### src/eott_pkg.sv
`timescale 1ns / 1ps
package eott_pkg;

	localparam int ID_W        = 4;
	localparam int EXT_TIME_W  = 32;
	localparam int STAMP_W     = 32;
	localparam int MAX_RESULTS = 16;
	localparam int CNT_W       = 5;

	typedef enum logic [1:0] {
		CMD_ADD    = 2'd0,
		CMD_ADJUST = 2'd1,
		CMD_DELETE = 2'd2,
		CMD_TICK   = 2'd3
	} cmd_t;

	typedef enum logic [1:0] {
		ST_DONE      = 2'd0,
		ST_NOT_FOUND = 2'd1,
		ST_EXPIRED   = 2'd2,
		ST_NONE      = 2'd3
	} status_t;

	typedef enum logic [1:0] {
		ID_CMD     = 2'd0,
		ID_PENDING = 2'd1,
		ID_ZERO    = 2'd2
	} id_sel_t;

	typedef struct packed {
		logic    load;
		logic    arm;
		logic    free_cmd;
		logic    scan_clear;
		logic    scan_step;
		logic    free_best;
		logic    take_best;
		logic    emit;
		status_t emit_status;
		id_sel_t emit_id;
		logic    emit_last;
	} eott_ctrl_t;

	typedef struct packed {
		cmd_t cmd;
		logic id_ok;
		logic id_active;
		logic scan_end;
		logic best_vld;
		logic out_free;
	} eott_stat_t;

endpackage

### src/eott_req_if.sv
`timescale 1ns / 1ps
interface eott_req_if;
	logic        valid;
	logic        ready;
	logic [1:0]  cmd;
	logic [3:0]  timer_id;
	logic [31:0] expire_time;
	logic [31:0] now;

	modport source (output valid, output cmd, output timer_id, output expire_time,
		output now, input ready);
	modport sink (input valid, input cmd, input timer_id, input expire_time,
		input now, output ready);
endinterface

### src/eott_rsp_if.sv
`timescale 1ns / 1ps
interface eott_rsp_if;
	logic       valid;
	logic       ready;
	logic [1:0] status;
	logic [3:0] expired_id;
	logic       last;

	modport source (output valid, output status, output expired_id, output last,
		input ready);
	modport sink (input valid, input status, input expired_id, input last,
		output ready);
endinterface

### src/eott_ctrl.sv
`timescale 1ns / 1ps
module eott_ctrl import eott_pkg::*; (
	input  logic       clk,
	input  logic       arst_n,
	input  logic       accept,
	input  eott_stat_t st,
	output logic       ready,
	output eott_ctrl_t ctl
);

	typedef enum logic [2:0] {
		S_IDLE,
		S_EXEC,
		S_SCAN,
		S_DRAIN,
		S_DECIDE,
		S_FINAL
	} state_t;

	state_t           state_q;
	logic [CNT_W-1:0] cnt_q;
	logic             pend_vld_q;
	logic             cnt_full;

	assign ready    = (state_q == S_IDLE);
	assign cnt_full = (cnt_q == CNT_W'(MAX_RESULTS - 1));

	always_comb begin
		ctl             = '0;
		ctl.emit_status = ST_DONE;
		ctl.emit_id     = ID_CMD;
		unique case (state_q)
			S_IDLE: begin
				ctl.load = accept;
			end
			S_EXEC: begin
				if (st.cmd == CMD_TICK) begin
					ctl.scan_clear = 1'b1;
				end else if (st.out_free) begin
					ctl.emit      = 1'b1;
					ctl.emit_last = 1'b1;
					if (!st.id_ok) begin
						ctl.emit_status = ST_NOT_FOUND;
					end else if (st.cmd == CMD_ADD) begin
						ctl.arm = 1'b1;
					end else if (!st.id_active) begin
						ctl.emit_status = ST_NOT_FOUND;
					end else if (st.cmd == CMD_ADJUST) begin
						ctl.arm = 1'b1;
					end else begin
						ctl.free_cmd = 1'b1;
					end
				end
			end
			S_SCAN: begin
				ctl.scan_step = 1'b1;
			end
			S_DRAIN: begin
			end
			S_DECIDE: begin
				if (st.out_free) begin
					if (st.best_vld) begin
						ctl.free_best = 1'b1;
						ctl.take_best = 1'b1;
						ctl.scan_clear = !cnt_full;
						if (pend_vld_q) begin
							ctl.emit        = 1'b1;
							ctl.emit_status = ST_EXPIRED;
							ctl.emit_id     = ID_PENDING;
						end
					end else begin
						ctl.emit      = 1'b1;
						ctl.emit_last = 1'b1;
						if (pend_vld_q) begin
							ctl.emit_status = ST_EXPIRED;
							ctl.emit_id     = ID_PENDING;
						end else begin
							ctl.emit_status = ST_NONE;
							ctl.emit_id     = ID_ZERO;
						end
					end
				end
			end
			S_FINAL: begin
				if (st.out_free) begin
					ctl.emit        = 1'b1;
					ctl.emit_last   = 1'b1;
					ctl.emit_status = ST_EXPIRED;
					ctl.emit_id     = ID_PENDING;
				end
			end
			default: begin
			end
		endcase
	end

	always_ff @(posedge clk or negedge arst_n) begin
		if (!arst_n) begin
			state_q    <= S_IDLE;
			cnt_q      <= '0;
			pend_vld_q <= 1'b0;
		end else begin
			unique case (state_q)
				S_IDLE: begin
					if (accept) begin
						state_q <= S_EXEC;
					end
				end
				S_EXEC: begin
					if (st.cmd == CMD_TICK) begin
						state_q    <= S_SCAN;
						cnt_q      <= '0;
						pend_vld_q <= 1'b0;
					end else if (st.out_free) begin
						state_q <= S_IDLE;
					end
				end
				S_SCAN: begin
					if (st.scan_end) begin
						state_q <= S_DRAIN;
					end
				end
				S_DRAIN: begin
					state_q <= S_DECIDE;
				end
				S_DECIDE: begin
					if (st.out_free) begin
						if (st.best_vld) begin
							pend_vld_q <= 1'b1;
							cnt_q      <= cnt_q + 1'b1;
							state_q    <= cnt_full ? S_FINAL : S_SCAN;
						end else begin
							state_q <= S_IDLE;
						end
					end
				end
				S_FINAL: begin
					if (st.out_free) begin
						state_q <= S_IDLE;
					end
				end
				default: begin
					state_q <= S_IDLE;
				end
			endcase
		end
	end

endmodule

### src/eott_dp.sv
`timescale 1ns / 1ps
module eott_dp import eott_pkg::*; #(
	parameter int TIMER_SLOTS = 16,
	parameter int TIME_BITS   = 32
) (
	input  logic                  clk,
	input  logic                  arst_n,
	input  eott_ctrl_t            ctl,
	output eott_stat_t            st,
	input  logic [1:0]            cmd,
	input  logic [ID_W-1:0]       timer_id,
	input  logic [EXT_TIME_W-1:0] expire_time,
	input  logic [EXT_TIME_W-1:0] now,
	output logic                  out_valid,
	input  logic                  out_ready,
	output logic [1:0]            status,
	output logic [ID_W-1:0]       expired_id,
	output logic                  last
);

	localparam int SLOT_W = (TIMER_SLOTS > 1) ? $clog2(TIMER_SLOTS) : 1;

	cmd_t                 cmd_q;
	logic [ID_W-1:0]      id_q;
	logic [TIME_BITS-1:0] exp_q;
	logic [TIME_BITS-1:0] now_q;
	logic [63:0]          exp_wide;
	logic [63:0]          now_wide;
	logic [7:0]           id_wide;
	logic [SLOT_W-1:0]    slot_id;

	logic [TIMER_SLOTS-1:0] active_q;
	logic [TIME_BITS-1:0]   exp_mem   [TIMER_SLOTS];
	logic [STAMP_W-1:0]     stamp_mem [TIMER_SLOTS];
	logic [STAMP_W-1:0]     next_stamp_q;

	logic [SLOT_W-1:0]    scan_q;
	logic                 rd_vld_s1;
	logic                 act_s1;
	logic [SLOT_W-1:0]    idx_s1;
	logic [TIME_BITS-1:0] exp_s1;
	logic [STAMP_W-1:0]   stamp_s1;

	logic                 best_vld_q;
	logic [SLOT_W-1:0]    best_idx_q;
	logic [TIME_BITS-1:0] best_exp_q;
	logic [STAMP_W-1:0]   best_stamp_q;
	logic                 better;

	logic [SLOT_W-1:0] pend_q;
	logic [7:0]        pend_wide;

	logic              out_valid_q;
	status_t           status_q;
	logic [ID_W-1:0]   id_out_q;
	logic              last_q;

	assign exp_wide  = {32'b0, expire_time};
	assign now_wide  = {32'b0, now};
	assign id_wide   = {4'b0, id_q};
	assign slot_id   = id_wide[SLOT_W-1:0];
	assign pend_wide = 8'(pend_q);

	assign st.cmd       = cmd_q;
	assign st.id_ok     = (32'(id_q) < TIMER_SLOTS);
	assign st.id_active = st.id_ok && active_q[slot_id];
	assign st.scan_end  = (scan_q == SLOT_W'(TIMER_SLOTS - 1));
	assign st.best_vld  = best_vld_q;
	assign st.out_free  = !out_valid_q || out_ready;

	assign out_valid  = out_valid_q;
	assign status     = status_q;
	assign expired_id = id_out_q;
	assign last       = last_q;

	// command word
	always_ff @(posedge clk) begin
		if (ctl.load) begin
			cmd_q <= cmd_t'(cmd);
			id_q  <= timer_id;
			exp_q <= exp_wide[TIME_BITS-1:0];
			now_q <= now_wide[TIME_BITS-1:0];
		end
	end

	always_ff @(posedge clk or negedge arst_n) begin
		if (!arst_n) begin
			active_q     <= '0;
			next_stamp_q <= '0;
		end else begin
			if (ctl.arm) begin
				active_q[slot_id] <= 1'b1;
				next_stamp_q      <= next_stamp_q + 1'b1;
			end else if (ctl.free_cmd) begin
				active_q[slot_id] <= 1'b0;
			end
			if (ctl.free_best) begin
				active_q[best_idx_q] <= 1'b0;
			end
		end
	end

	always_ff @(posedge clk) begin
		if (ctl.arm) begin
			exp_mem[slot_id]   <= exp_q;
			stamp_mem[slot_id] <= next_stamp_q;
		end
	end

	always_ff @(posedge clk) begin
		exp_s1   <= exp_mem[scan_q];
		stamp_s1 <= stamp_mem[scan_q];
		act_s1   <= active_q[scan_q];
		idx_s1   <= scan_q;
	end

	assign better = rd_vld_s1 && act_s1 && (exp_s1 <= now_q) &&
		(!best_vld_q || (exp_s1 < best_exp_q) ||
		((exp_s1 == best_exp_q) && (stamp_s1 < best_stamp_q)));

	// scan for the earliest due slot
	always_ff @(posedge clk or negedge arst_n) begin
		if (!arst_n) begin
			scan_q     <= '0;
			rd_vld_s1  <= 1'b0;
			best_vld_q <= 1'b0;
		end else begin
			rd_vld_s1 <= ctl.scan_step;
			if (ctl.scan_clear) begin
				scan_q     <= '0;
				best_vld_q <= 1'b0;
			end else begin
				if (ctl.scan_step) begin
					scan_q <= scan_q + 1'b1;
				end
				if (better) begin
					best_vld_q <= 1'b1;
				end
			end
		end
	end

	always_ff @(posedge clk) begin
		if (better) begin
			best_idx_q   <= idx_s1;
			best_exp_q   <= exp_s1;
			best_stamp_q <= stamp_s1;
		end
		if (ctl.take_best) begin
			pend_q <= best_idx_q;
		end
	end

	// output word register
	always_ff @(posedge clk or negedge arst_n) begin
		if (!arst_n) begin
			out_valid_q <= 1'b0;
		end else if (ctl.emit) begin
			out_valid_q <= 1'b1;
		end else if (out_ready) begin
			out_valid_q <= 1'b0;
		end
	end

	always_ff @(posedge clk) begin
		if (ctl.emit) begin
			status_q <= ctl.emit_status;
			last_q   <= ctl.emit_last;
			case (ctl.emit_id)
				ID_CMD:     id_out_q <= id_q;
				ID_PENDING: id_out_q <= pend_wide[ID_W-1:0];
				default:    id_out_q <= '0;
			endcase
		end
	end

endmodule

### src/expiry_ordered_timer_table_core.sv
`timescale 1ns / 1ps
// Timer table of TIMER_SLOTS slots addressed by timer id. Add, adjust and delete
// each give one result word; the command word is registered first, and the result
// word is registered from the execute state once the result side is free. A tick
// scans every slot once per expired timer it reports, and once more when fewer than
// sixteen are due, through a single read port on the expiry and stamp stores, picking
// the earliest due timer (ties by arming order). With sixteen or more due it reports
// the first sixteen and the rest stay armed. A stalled result side stalls the table.
// One command is worked at a time; the next command word is taken while the last
// result word still waits.
module expiry_ordered_timer_table_core import eott_pkg::*; #(
	parameter int TIMER_SLOTS = 16,
	parameter int TIME_BITS   = 32
) (
	input logic         clk,
	input logic         arst_n,
	eott_req_if.sink    req,
	eott_rsp_if.source  rsp
);

	eott_ctrl_t ctl;
	eott_stat_t st;
	logic       ready;
	logic       accept;

	assign req.ready = ready;
	assign accept    = req.valid && ready;

	eott_ctrl u_ctrl (
		.clk    (clk),
		.arst_n (arst_n),
		.accept (accept),
		.st     (st),
		.ready  (ready),
		.ctl    (ctl)
	);

	eott_dp #(
		.TIMER_SLOTS (TIMER_SLOTS),
		.TIME_BITS   (TIME_BITS)
	) u_dp (
		.clk         (clk),
		.arst_n      (arst_n),
		.ctl         (ctl),
		.st          (st),
		.cmd         (req.cmd),
		.timer_id    (req.timer_id),
		.expire_time (req.expire_time),
		.now         (req.now),
		.out_valid   (rsp.valid),
		.out_ready   (rsp.ready),
		.status      (rsp.status),
		.expired_id  (rsp.expired_id),
		.last        (rsp.last)
	);

`ifndef ASSERT_OFF
	a_emit_free: assert property (@(posedge clk) disable iff (!arst_n)
		ctl.emit |-> (!rsp.valid || rsp.ready))
		else $error("result word loaded over a waiting word");

	a_free_best: assert property (@(posedge clk) disable iff (!arst_n)
		ctl.free_best |-> st.best_vld)
		else $error("slot freed without a chosen timer");

	a_arm_range: assert property (@(posedge clk) disable iff (!arst_n)
		(ctl.arm || ctl.free_cmd) |-> st.id_ok)
		else $error("slot update for id beyond the table");

	a_no_take: assert property (@(posedge clk) disable iff (!arst_n)
		ctl.emit |=> !req.ready || rsp.last || !rsp.valid || rsp.ready)
		else $error("command taken before the final word");
`endif

endmodule

### src/flat_wrapper.sv
// flat-port wrapper written by rule: the top's interface ports become plain ports
module expiry_ordered_timer_table_core_flat import eott_pkg::*;
#(
	parameter int TIMER_SLOTS = 16,
	parameter int TIME_BITS   = 32
)
  (clk, arst_n, req_valid, req_cmd, req_timer_id, req_expire_time, req_now, req_ready, rsp_valid, rsp_status, rsp_expired_id, rsp_last, rsp_ready);
  eott_req_if req_i ();
  eott_rsp_if rsp_i ();
  input logic clk;
  input logic arst_n;
  input wire logic [$bits(req_i.valid)-1:0] req_valid;
  input wire logic [$bits(req_i.cmd)-1:0] req_cmd;
  input wire logic [$bits(req_i.timer_id)-1:0] req_timer_id;
  input wire logic [$bits(req_i.expire_time)-1:0] req_expire_time;
  input wire logic [$bits(req_i.now)-1:0] req_now;
  output wire logic [$bits(req_i.ready)-1:0] req_ready;
  output wire logic [$bits(rsp_i.valid)-1:0] rsp_valid;
  output wire logic [$bits(rsp_i.status)-1:0] rsp_status;
  output wire logic [$bits(rsp_i.expired_id)-1:0] rsp_expired_id;
  output wire logic [$bits(rsp_i.last)-1:0] rsp_last;
  input wire logic [$bits(rsp_i.ready)-1:0] rsp_ready;
  assign req_i.valid = req_valid;
  assign req_i.cmd = req_cmd;
  assign req_i.timer_id = req_timer_id;
  assign req_i.expire_time = req_expire_time;
  assign req_i.now = req_now;
  assign req_ready = req_i.ready;
  assign rsp_valid = rsp_i.valid;
  assign rsp_status = rsp_i.status;
  assign rsp_expired_id = rsp_i.expired_id;
  assign rsp_last = rsp_i.last;
  assign rsp_i.ready = rsp_ready;
  expiry_ordered_timer_table_core #(.TIMER_SLOTS(TIMER_SLOTS), .TIME_BITS(TIME_BITS)) u_core (.clk(clk), .arst_n(arst_n), .req(req_i), .rsp(rsp_i));
endmodule
### config.mk
export PLATFORM = sky130hd
export DESIGN_NAME = expiry_ordered_timer_table_core_flat
export DESIGN_NICKNAME = d
export VERILOG_FILES = /design/src/eott_pkg.sv /design/src/eott_req_if.sv /design/src/eott_rsp_if.sv /design/src/eott_ctrl.sv /design/src/eott_dp.sv /design/src/expiry_ordered_timer_table_core.sv /design/src/flat_wrapper.sv
export SDC_FILE = /design/constraint.sdc
export NUM_CORES = 1
export LEC_CHECK = 0
export ABC_AREA = 1
export ABC_CLOCK_PERIOD_IN_PS = 6010
export BUFFER_PORTS_ARGS = -buffer_cell sky130_fd_sc_hd__buf_2
export CORE_MARGIN = 10
export CORE_UTILIZATION = 40
export CTS_CLUSTER_DIAMETER = 100
export DETAILED_ROUTE_END_ITERATION = 8
export MAX_ROUTING_LAYER = met4
export PLACE_DENSITY = 0.64
export SLEW_MARGIN = 10
export SYNTH_ARGS = -nofsm -noshare
export SYNTH_HDL_FRONTEND = slang
export SYNTH_SLANG_ARGS = --single-unit
### constraint.sdc
create_clock -name clk -period 6.01 [get_ports clk]
set_clock_uncertainty 0.2 [all_clocks]
set_input_delay 0 -clock clk [delete_from_list [all_inputs] [get_ports clk]]
set_output_delay 0 -clock clk [all_outputs]
set_load 0.1 [all_outputs]
# Word-level counts from Yosys, hierarchy flattened

Memories as Yosys holds them, arrays and structs flattened. A register that Yosys moved wholly into a read port is not among the register bits.
Index checks and enable logic that the tools add are counted.

Bits in writable memories: 1,024
Memories kept: 2
Memory bits (read-only): 0
Register bits after elaboration: 218
Bits in latches: 0

Memory list:

| memory                | words | bits a word | read ports | clocked after Yosys merged registers in | wr ports | RTL line      | source |
|---|---|---|---|---|---|---|---|
| u_core.u_dp.exp_mem   | 16    | 32          | 1          | 1                                       | 1        | eott_dp.sv:33 | `logic [TIME_BITS-1:0] exp_mem [TIMER_SLOTS];` |
| u_core.u_dp.stamp_mem | 16    | 32          | 1          | 1                                       | 1        | eott_dp.sv:34 | `logic [STAMP_W-1:0] stamp_mem [TIMER_SLOTS];` |

Multipliers: 0
Bitwise gates (word level): 5
Div/mod/pow operators: 0
Shifts and indexed selects: 0
Multiplexer cells: 67
Eq/ne operators: 16
Magnitude comparators: 8
Add/sub/neg operators: 3
Reductions and logical operators: 22

Operators by type and width:

| operator                | number |
|---|---|
| $lt A32 B32 Y1          | 2 |
| $mux W16                | 3 |
| $add A32 B1 Y32 const B | 1 |
| $and A16 B16 Y16        | 2 |
| $eq A32 B32 Y1          | 1 |
| $le A32 B32 Y1          | 1 |
| $not A16 Y16            | 2 |
| $mux W3                 | 10 |
| $mux W1                 | 27 |
| $mux W5                 | 5 |
| $pmux W3 S6             | 1 |
| $or A16 B16 Y16         | 1 |
| $lt A4 B5 Y1 const B    | 3 |
| $mux W2                 | 6 |
| $pmux W5 S2             | 1 |
| $pmux W3 S3             | 1 |
| $bmux W1 S4             | 2 |
| $demux W1 S4            | 2 |
| $ge A4 B1 Y1 const B    | 2 |
| $mux W4                 | 2 |
| $mux W8                 | 1 |
| $pmux W4 S2             | 1 |
| $reduce_bool A2 Y1      | 4 |
| $logic_and A1 B1 Y1     | 7 |
| other kinds (21)        | 33 |

# Depth between registers and ports, before layout

Depth after elaboration: 11
Gate-level depth with buffers: 16

# Modules after synthesis

A second synthesis with hierarchy kept.

Cell total of the unflattened synthesis: 3,899
Area total of the unflattened synthesis: 51,538.2 um^2

Modules (own cells, without submodules):

| module                          | instances | cells each | area each (um^2) | seq. area each (um^2) |
|---|---|---|---|---|
| eott_dp                         | 1         | 3,789      | 50,724.9         | 37,981.4 |
| eott_ctrl                       | 1         | 108        | 805.8            | 225.2 |
| expiry_ordered_timer_table_core | 1         | 2          | 7.5              | 0.0 |

# Worst setup path after synthesis

OpenSTA, ideal clock, no wires.

Kind: register to register
Start point: register u_core.u_ctrl.state_q[1]
End point: register u_core.u_dp.cmd_q[0], enable pin
Arrival: 4.953 ns
Slack: 0.358 ns
Stages on the path, launching flop included: 6
Required time: 5.311 ns
Cells stage by stage: dfrtp_1 > nor2_1 > inv_1 > nor2_1 > inv_1 > nor2_1

RTL lines:

| item                   | RTL line         | source |
|---|---|---|
| start, declared        | eott_ctrl.sv:20  | `state_t state_q;` |
| start signal, assigned | eott_ctrl.sv:131 | `state_q <= cnt_full ? S_FINAL : S_SCAN;` |
| end signal, assigned   | eott_dp.sv:79    | `cmd_q <= cmd_t'(cmd);` |
| end, declared          | eott_dp.sv:23    | `cmd_t cmd_q;` |

# Worst setup path after layout

Start point: register u_core.u_dp.now_q[7]
End point: register u_core.u_dp.best_stamp_q[10], enable pin

Cells in the longest elaborated chain, start to end: 3

RTL lines:

| item                             | RTL line       | source |
|---|---|---|
| start, declared                  | eott_dp.sv:26  | `logic [TIME_BITS-1:0] now_q;` |
| start signal, assigned           | eott_dp.sv:82  | `now_q <= now_wide[TIME_BITS-1:0];` |
| $le A32 B32 Y1                   | eott_dp.sv:117 | `assign better = rd_vld_s1 && act_s1 && (exp_s1 <= now_q) &&` |
| $logic_and A1 B1 Y1 (2 in a row) | eott_dp.sv:117 |  |
| via u_core.u_dp.better           | eott_dp.sv:48  | `logic better;` |
| end signal, assigned             | eott_dp.sv:147 | `best_stamp_q <= stamp_s1;` |
| end, declared                    | eott_dp.sv:47  | `logic [STAMP_W-1:0] best_stamp_q;` |

The timed path passes the listed nets, and every way through them passes these cells.
A chain may end at the register's enable or synchronous reset.

==> key figures <==
Hold path
  • WHS Path Cells: 6
  • Hold crit path type: input pin to flip-flop
  • Worst hold path endpoint: u_core.u_ctrl.state_q[0]
  • Hold Path Origin: req_valid

Worst setup path
  • Worst R2R Path Depth: 11
  • Highest-delay cell along the critical path: nor2_4
  • R2R Path End: u_core.u_dp.best_stamp_q[10]
  • CP Launch Type: flip-flop
  • Reg2reg setup slack: around 2200 ps
  • Crit. End Element: flip-flop
  • Critical Path RT: 6200 ps
  • Setup CP Type: flip-flop to flip-flop
  • R2r startpoint: u_core.u_dp.now_q[7]
  • CP Max Fanout: 28
  • Peak per-stage delay on the critical path: between 600 and 700 ps
  • Delay-heaviest family, CP: simple AND/OR/NAND/NOR gates
  • Most used cell, CP: nand2_1
  • Critical path arrival: ~4000 ps
  • CP bufs+invs: 2
  • Cell Chain, Critical Path: inv_1, ha_1, nand2_1, nor2_1, nand4_1, nor2_1, nand2_1, nand2_1, nand2_1, nor2_4, buf_4

Job
  • Max-cap viol count: 0

Place
  • Hpwl dp: 67870 µm
  • Cell total after placement: 5566
  • Port bufs: approximately 80
  • Placer Congestion: 0.8644

CTS
  • Post CTS Setup Buffer Count: 0
  • Clk pin slew, worst setup/hold paths: 60 ps
  • H-tree depth: 4
  • CTS tree: done
  • CTS Root Cell: clkbuf_16
  • Worst skew pair latency: 740 ps
  • Sinks on Clock Net: 1306
  • Post_cts resized: 0
  • Clk buf depth: 3
  • CTS Buf Count: 133

Layout
  • Area growth syn-to-layout: 15.28%
  • Inserted Diodes: 0
  • Fin nets: 4279
  • Layout cell share with drive strength beyond 1: 0.08694
  • Final std cells w/o fill: 5952

Pwr
  • Flop pwr share: 0.462
  • Sw Share: 0.3192
  • PwrDens: between 400 and 500 nW/µm²
  • Clk network pwr share: 0.313
  • Internal power: 17.54 mW
  • Max IR drop VDD: 332.5 µV
  • Sw power: 8.222 mW
  • Comb power frac: 0.226
  • Leakage Power: between 20 and 25 nW

Floorplanning
  • Die height: 380.6 µm
  • Initial core utilization: 0.4022
  • Row count: 132
  • Core area: 129300 µm²
  • IO Count: 83
  • Die X-Extent: 380.6 µm
  • Die area: 144900 µm²

Synth
  • Synth Cell Area: 52010 µm²
  • Synthesized area per cell: 13.32 µm²
  • EDFF count, synth: 1173
  • Post-synth top area share: 0.6772
  • Ys async rst share: 0.04900
  • Synthesized instance count: 3904
  • YS warnings: 0
  • Register area share after synthesis: 0.7346
  • Post-synth net total: 4077
  • Synth Register Bits: 1306
  • Area contributors post-synth: edfxtp_1 68%, nor2_1 4.9%, dfrtp_1 3.1%, nand2_1 2.8%, o21ai_0 2.8%
  • Cell taking the most area after synthesis: edfxtp_1
  • Cell variety after synth: 47
  • Ys flop type: edfxtp_1

Timing
  • RSZ-0062 raised after global routing: no
  • Fin Setup TNS: 0 ps
  • Period utilization: 0.6347
  • Final Hold Vio Count: 0
  • Fin crit period: between 3000 and 4000 ps
  • Final setup fails: 0
  • Max-Slew Margin vs Limit: 0.2497
  • Slew of the pin with the lowest slew margin: 1125 ps
  • Peak Freq: 262.2 MHz
  • Max-slew violations: 0

Routing
  • Total Wirelength: 125700 µm
  • Final antenna-violating net count: 0
  • Drt first-iter violations: 2917
  • Drt pass-1 iters: 5
  • Detail-routed net length per standard cell: 21.12 µm
  • Drt drc: 0
  • Drt via density: 5.348
  • Via count: 31830

Global routing
  • First-pass GRT wire length: 192600 µm
  • Initial antenna violation count: 3
  • Gr ovfl total: 0
  • Largest net degree at the start of global routing: 174
  • Total track usage: 0.1746
  • Vias in the first global route: slightly above 30000

Status
  • Run status: completed
-- cell families (layout without fill, tap and decap cells) --
| family | count (synthesis) | after routing | share of synthesized area |
|---|---|---|---|
| AOI/OAI and AO/OA | 665 | 665 | 0.08518 |
| xor gates and xnor gates | 28 | 28 | 0.004715 |
| adders and majority gates | 99 | 99 | 0.02382 |
| buffers and inverters | 412 | 718 | 0.03118 |
| DFF | 1306 | 1306 | 0.7346 |
| muxes | 103 | 103 | 0.01982 |
| and+or+nand+nor | 1291 | 1291 | 0.1007 |
-- Yosys cell counts (all sizes together), types with 18 or more instances --
cell and instances:
nor3 20, inv 203, a21oi 67, o211ai 27, o21ai 299, nand3 170, edfxtp 1173, o221ai 103
nor2 683, nand2 388, ha 99, o32ai 156, dfrtp 64, mux2i 103, dfxtp 69, buf 49
clkbuf 160, xor2 19, nand4 18
-- cell usage in the layout, fill, tap and decap left out, types with 4 or more instances in the layout --
| cell | count |
|---|---|
| inv_4 | 17 |
| nand3_1 | 168 |
| o211ai_1 | 27 |
| inv_6 | 7 |
| edfxtp_1 | 1173 |
| o21ai_0 | 286 |
| clkbuf_8 | 7 |
| buf_2 | 81 |
| clkbuf_16 | 137 |
| buf_4 | 41 |
| clkinv_1 | 15 |
| clkinv_2 | 13 |
| dfrtp_1 | 61 |
| o221ai_1 | 103 |
| nor3_1 | 19 |
| o21ai_1 | 5 |
| buf_12 | 7 |
| mux2i_1 | 103 |
| dfxtp_1 | 69 |
| dlygate4sd3_1 | 147 |
| nor4_1 | 4 |
| nor2_2 | 6 |
| xor2_1 | 19 |
| o21a_1 | 4 |
| nand2_1 | 385 |
| nand4_1 | 18 |
| clkbuf_1 | 48 |
| xnor2_1 | 9 |
| nor2_1 | 672 |
| ha_1 | 99 |
| inv_1 | 172 |
| nand3b_1 | 5 |
| bufinv_16 | 9 |
| inv_2 | 11 |
| nor2_4 | 5 |
| a21oi_1 | 67 |
| o21ai_2 | 8 |
| o32ai_1 | 156 |
-- repair_timing --
item,in CTS,in global routing
hold endpoints to repair,201,0
setup endpoints to repair,0,0
hold buffers,147,0
-- how the worst max path moves through the flow --
stage	startpoint	to	slack (ps)	cells past startpoint
finish	u_core.u_dp.now_q[7]	u_core.u_dp.best_stamp_q[10]	2200	11
global route	u_core.u_dp.now_q[7]	u_core.u_dp.best_stamp_q[10]	1970	11
CTS	u_core.u_dp.now_q[7]	u_core.u_dp.best_stamp_q[9]	2090	11
detailed placement	u_core.u_dp.now_q[7]	u_core.u_dp.best_stamp_q[9]	2150	11
global placement	u_core.u_dp.now_q[7]	u_core.u_dp.best_stamp_q[7]	2210	11
floorplan	u_core.u_ctrl.state_q[1]	u_core.u_dp.cmd_q[0]	360	5
-- cell type report --
cell class	count	area, µm²
sequential	1306	38220
multi-input combinational	2186	12210
clock buffer	192	3705
inverter	203	814.5
tap	1742	2180
timing repair buffer	276	2325
fill	11260	69360
clock inverter	47	510.5
-- state kept, by name, summed over array words and instances, names as in the netlist, 3 cells and up --
register	count
u_core.u_dp.exp_mem	512
u_core.u_dp.stamp_mem	512
u_core.u_dp.best_exp_q	32
u_core.u_dp.best_stamp_q	32
u_core.u_dp.exp_q	32
u_core.u_dp.exp_s1	32
u_core.u_dp.next_stamp_q	32
u_core.u_dp.now_q	32
u_core.u_dp.stamp_s1	32
u_core.u_dp.active_q	16
u_core.u_ctrl.cnt_q	5
u_core.u_dp.best_idx_q	4
u_core.u_dp.expired_id	4
u_core.u_dp.id_q	4
u_core.u_dp.idx_s1	4
u_core.u_dp.pend_q	4
u_core.u_dp.scan_q	4
u_core.u_ctrl.state_q	3
-- worst min-delay path: stages --
cell and delay, ps:
dlygate4sd3_1 530, buf_2 110, inv_1 160, a221oi_1 110, inv_1 70, nor2_1 40
-- layer usage --
metal	global-route usage	vias to the layer above	wire (µm)
li1	-	14750	-
met1	0.2341	15880	55140
met2	0.2772	1018	60260
met3	0.02439	182	7612
met4	0.04979	0	2682
met5	-	-	0
-- through the flow --
stage | power (mW) | utilization | setup WS, ps | hold WS (ps) | cell area, µm²
after floorplan | 15.79 | - | 358.2 | -495.6 | 52010
after global placement | 17.72 | 0.4197 | 2207 | -277.9 | 54270
after detailed placement | 17.80 | 0.4197 | 2145 | -280.4 | 54270
after CTS | 25.92 | 0.4636 | 2089 | 111.3 | 59960
after global routing | 27.01 | 0.4636 | 1974 | 183.4 | 59960
final | 25.76 | 0.4636 | 2195 | 122.2 | 59960
-- power groups by stage --
stage	sequential (mW)	clock [mW]	combinational [mW]
6_report	11.9	8.05	5.81
4_1_cts	11.9	8.19	5.83
3_5_place_dp	12.1	0	5.72
2_1_floorplan	11.8	0	3.99
3_3_place_gp	12.0	0	5.68
5_1_grt	12.0	8.56	6.45
(Power assumes the default switching activity.)
